### config.mk
export PLATFORM = sky130hd
export DESIGN_NAME = ehr_coord_map
export DESIGN_NICKNAME = d
export VERILOG_FILES = /design/src/hw/rtl/ehr_pkg.sv /design/src/hw/rtl/ehr_coord_map.sv
export SDC_FILE = /design/constraint.sdc
export NUM_CORES = 2
export LEC_CHECK = 0
export BUFFER_PORTS_ARGS = -buffer_cell sky130_fd_sc_hd__buf_2
export CELL_PAD_IN_SITES_DETAIL_PLACEMENT = 1
export CELL_PAD_IN_SITES_GLOBAL_PLACEMENT = 1
export CORE_MARGIN = 2
export CORE_UTILIZATION = 45
export CTS_BUF_LIST = sky130_fd_sc_hd__clkbuf_16
export DETAILED_ROUTE_END_ITERATION = 8
export PLACE_DENSITY_LB_ADDON = 0.1
export SYNTH_ARGS = -nofsm -noshare
export SYNTH_HDL_FRONTEND = slang
export SYNTH_SLANG_ARGS = --single-unit
export TNS_END_PERCENT = 20
### constraint.sdc
create_clock -name clk -period 11 [get_ports clk]
set_input_delay 0 -clock clk [delete_from_list [all_inputs] [get_ports clk]]
set_output_delay 0 -clock clk [all_outputs]
set_load 0.005 [all_outputs]
### src/hw/rtl/ehr_pkg.sv
// shared types and codes for the emitter histogram renderer
package ehr_pkg;

  // item operation codes
  typedef enum logic [1:0] {
    OP_ADD        = 2'd0,
    OP_READ       = 2'd1,
    OP_READ_CLEAR = 2'd2,
    OP_NONE       = 2'd3
  } opcode_t;

  // configuration register indexes
  localparam logic [2:0] REG_ORIGIN_X      = 3'd0;
  localparam logic [2:0] REG_ORIGIN_Y      = 3'd1;
  localparam logic [2:0] REG_SCALE_X       = 3'd2;
  localparam logic [2:0] REG_SCALE_Y       = 3'd3;
  localparam logic [2:0] REG_WIDTH_IN_USE  = 3'd4;
  localparam logic [2:0] REG_HEIGHT_IN_USE = 3'd5;

  // register reset values
  localparam logic [31:0] SCALE_RESET = 32'h0001_0000;
  localparam logic [8:0]  SIZE_RESET  = 9'd256;

  // sequencer states
  typedef enum logic [2:0] {
    ST_CLEAR,
    ST_IDLE,
    ST_MAP,
    ST_LOOK,
    ST_UPDATE
  } state_t;

  // mapped pixel coordinate of one axis
  typedef struct packed {
    logic [31:0] idx;
    logic        ok;
  } coord_t;

endpackage

### src/hw/rtl/ehr_coord_map.sv
// maps one position axis to a pixel index: offset, scale, floor
module ehr_coord_map (
  input  logic          clk,
  input  logic          en,
  input  logic [31:0]   pos,
  input  logic [31:0]   origin,
  input  logic [31:0]   scale,
  output ehr_pkg::coord_t coord
);

  logic [32:0] d_off;
  logic [63:0] prod_nxt;
  logic        ok_nxt;
  logic [63:0] prod_r;
  logic        ok_r;

  // signed offset, exact in 33 bits
  assign d_off = {pos[31], pos} - {origin[31], origin};

  // 32x32 product of the offset magnitude and the 16.16 scale gives 32.32
  assign prod_nxt = 64'(d_off[31:0]) * 64'(scale);

  // negative offset drops the point unless the scale is zero (index 0)
  assign ok_nxt = !d_off[32] || (scale == 32'd0);

  always_ff @(posedge clk) begin
    if (en) begin
      prod_r <= prod_nxt;
      ok_r   <= ok_nxt;
    end
  end

  // floor is the integer half of the product
  assign coord.idx = prod_r[63:32];
  assign coord.ok  = ok_r;

endmodule

==> flow_metrics.py <==
metrics = {
    "drt": {
        "post-route-drc-count": 0,
        "firstDrtPassIters": 5,
        "viasPerCell": 5.50,
        "via_count": 28400,
        "drt_iter0_drc": 1483,
        "drt_wl_total_um": 127000,
        "postRouteAntennaNets": 0,
        "post_drt_wl_per_cell_um": 24.5,
    },
    "floorplan": {
        "die_w_um": 291,
        "fp.dieH_um": 291,
        "die_area_sq_mm": 0.0846,
        "start_util": 0.453,
        "io_pins": 131,
        "floorplan.rows": 105,
        "coreArea_sq_mm": 0.0817,
    },
    "sta": {
        "rsz0062_at_grt": "false",
        "fin_crit_sh": 0.958,
        "final_hold_viol_count": 0,
        "setup_violations": 0,
        "report.final.slew_viol_count": 0,
        "fmax_mhz": 94.9,
        "min_period_ns": 10.54,
        "worst_pin_slew_ns": 1.17,
        "slew_headroom": 0.222,
        "postLayoutSetupSlackWorst_ns": 0.460,
        "fin_setup_tns_ns": 0,
    },
    "setup_path": {
        "critical_path.most_common_cell": "fa_1",
        "path_class": "in -> reg",
        "end_kind": "flop",
        "worstPathArrival_ns": 10.64,
        "crit_path_max_incr_delay_ns": 0.55,
        "worstPathRequired_ns": 11.10,
        "cp-start-kind": "input port",
        "crit_slowest_cell": "fa_1",
        "critPathMaxFanout": 21,
    },
    "final_layout": {
        "fillerInstances": 9529,
        "synthToLayoutAreaGrowth_pct": 6.10,
        "drive_gt1_frac": 0.0753,
        "fin_nets": 5379,
    },
    "synthesis": {
        "synth_edf_count": 33,
        "synthesis.area_sq_mm": 0.0370,
        "ys_seq_area_frac": 0.0268,
        "postSynthCellCount": 4130,
        "ys_seq_elements": 33,
        "synthArstFlopShare": 0,
        "syn_area_per_cell_sq_um": 8.96,
        "syn_nets": 5416,
        "ys_types": 73,
        "yosysWarnings": 0,
        "ys.flop_type": "edfxtp_1",
    },
    "cts": {
        "clk_path_buf_depth": 2,
        "numCtsBuffers": 5,
        "cts_sinks": 33,
        "clk_pin_slew_ns": 0.09,
        "cts_tree": "yes",
        "htreeDepth": 2,
        "cts-root-buf": "clkbuf_16",
    },
    "placed_design": {
        "port_buffers": 130,
        "place_ws_ns": -0.0834,
        "dpl.hpwl_um": 101000,
        "place_congestion": 0.898,
    },
    "global_route": {
        "grt_use_total": 0.311,
        "grt_pass1_wl_um": 198000,
        "grt_max_degree": 99,
        "grt_antenna_before_repair": 2,
        "grt_overflow": 0,
        "grt_pass1_vias": 32300,
    },
    "run_status": {
        "status": "finished, final reports clean",
    },
    "worst_hold_path": {
        "hold_class": "in -> reg",
    },
    "run": {
        "drv_cap": 0,
    },
}
critical path: cells and delay by family:
| kind | cells | cell delay (ns) |
|---|---|---|
| adder cells (fa/ha/maj) | 10 | 4.68 |
| AO/OA/AOI/OAI | 11 | 2.65 |
| AND/OR/NAND/NOR | 7 | 1.70 |
| buffers and inverters | 8 | 1.19 |
| XOR/XNOR | 2 | 0.38 |
cells by family after synthesis:
logic type,count (synthesis),share of synthesized area
xor gates and xnor gates,60,0.0142
muxes,2,0.000575
AOI/OAI and AO/OA,315,0.0615
DFF,33,0.0268
and+or+nand+nor,1339,0.192
buffers and inverters,1193,0.122
adders and majority gates,1188,0.583
Yosys cell counts (3+ instances only):
library cell  count  area [sq um]
a211o_1           5          43.8
a211oi_1         11          82.6
a21o_1           54           405
a21oi_1          80           400
a21oi_2           3          26.3
a311oi_1         11          96.3
a31oi_1           6          37.5
and2_1          527          3300
and3_1            9          56.3
and4_1            5          43.8
buf_2            14          70.1
clkbuf_1        271          1020
edfxtp_1         33           991
fa_1            896         17900
ha_1            292          3650
inv_1           904          3390
nand2_1         529          1990
nand2b_1         16           100
nand3_1          12          60.1
nand3b_1         22           165
nand4_1          47           294
nand4b_1         50           438
nor2_1           50           188
nor2b_1          38           238
nor3_1            8          40.0
nor4_1           13          81.3
o211ai_1         26           195
o21a_1            7          52.6
o21ai_0          27           135
o21bai_1         14           105
o311a_1          20           200
o311ai_0         12           105
xnor2_1          43           377
xor2_1           17           149
through the flow:
stage	std cells	hold WS (ns)	utilization	area [sq um]
after floorplan	4130	0.112	-	37000
after global placement	5154	0.394	0.478	39100
after detailed placement	5154	0.396	0.478	39100
after CTS	5161	0.300	0.480	39200
after global routing	5163	0.352	0.481	39300
final	5165	0.312	0.481	39300
layout make-up:
class	instances	area, sq um	share of cell area
antenna	2	5.00	0.000127
clock buffer	5	125	0.00319
clock inverter	2	11.3	0.000287
inverter	904	3390	0.0864
multi-input combinational	2904	31900	0.811
sequential	33	991	0.0252
tap	1070	1340	0.0341
timing repair buffer	245	1550	0.0395
cell usage in the layout (no fill, tap or decap), types with 12 or more instances in the layout:
cell      instances
a21o_1           54
nand2_1         529
nor4_1           13
nand4b_1         50
buf_4           112
nand2b_1         16
a21oi_1          79
inv_1           904
xnor2_1          24
xnor2_2          13
fa_1            896
o311a_1          20
nand4_1          47
and2_1          527
ha_1            290
edfxtp_1         33
o21ai_0          27
nor2_1           48
nand3b_1         22
o21bai_1         14
o311ai_0         12
nor2b_1          38
buf_2           130
o211ai_1         26
metal layers:
metal	vias up	wire length [um]	part of all wire	GRT usage
li1	12300	-	-	-
met1	15300	51900	0.41	0.394
met2	624	65400	0.52	0.557
met3	199	4690	0.037	0.0300
met4	0	4720	0.037	0.104
met5	-	0	0	0
sequential cells by signal, indices dropped and copies added (netlist names):
name,cells
prod_r,32
ok_r,1
final timing paths:
path | start | end | cells past startpoint | slack [ns]
setup / recovery | pos[7] | prod_r[61] | 38 | 0.46
hold / removal | pos[31] | ok_r | 4 | 0.31
timing repair:
| action | CTS | global route |
|---|---|---|
| buffers inserted | 0 | 2 |
| setup endpoints to repair | 0 | 10 |
| gates resized for setup | 0 | 6 |
| hold buffers | 0 | 0 |
Power is left out: the tool's default activity adds up to more than one toggle a clock period on the data nets, which glitch-free logic cannot reach.
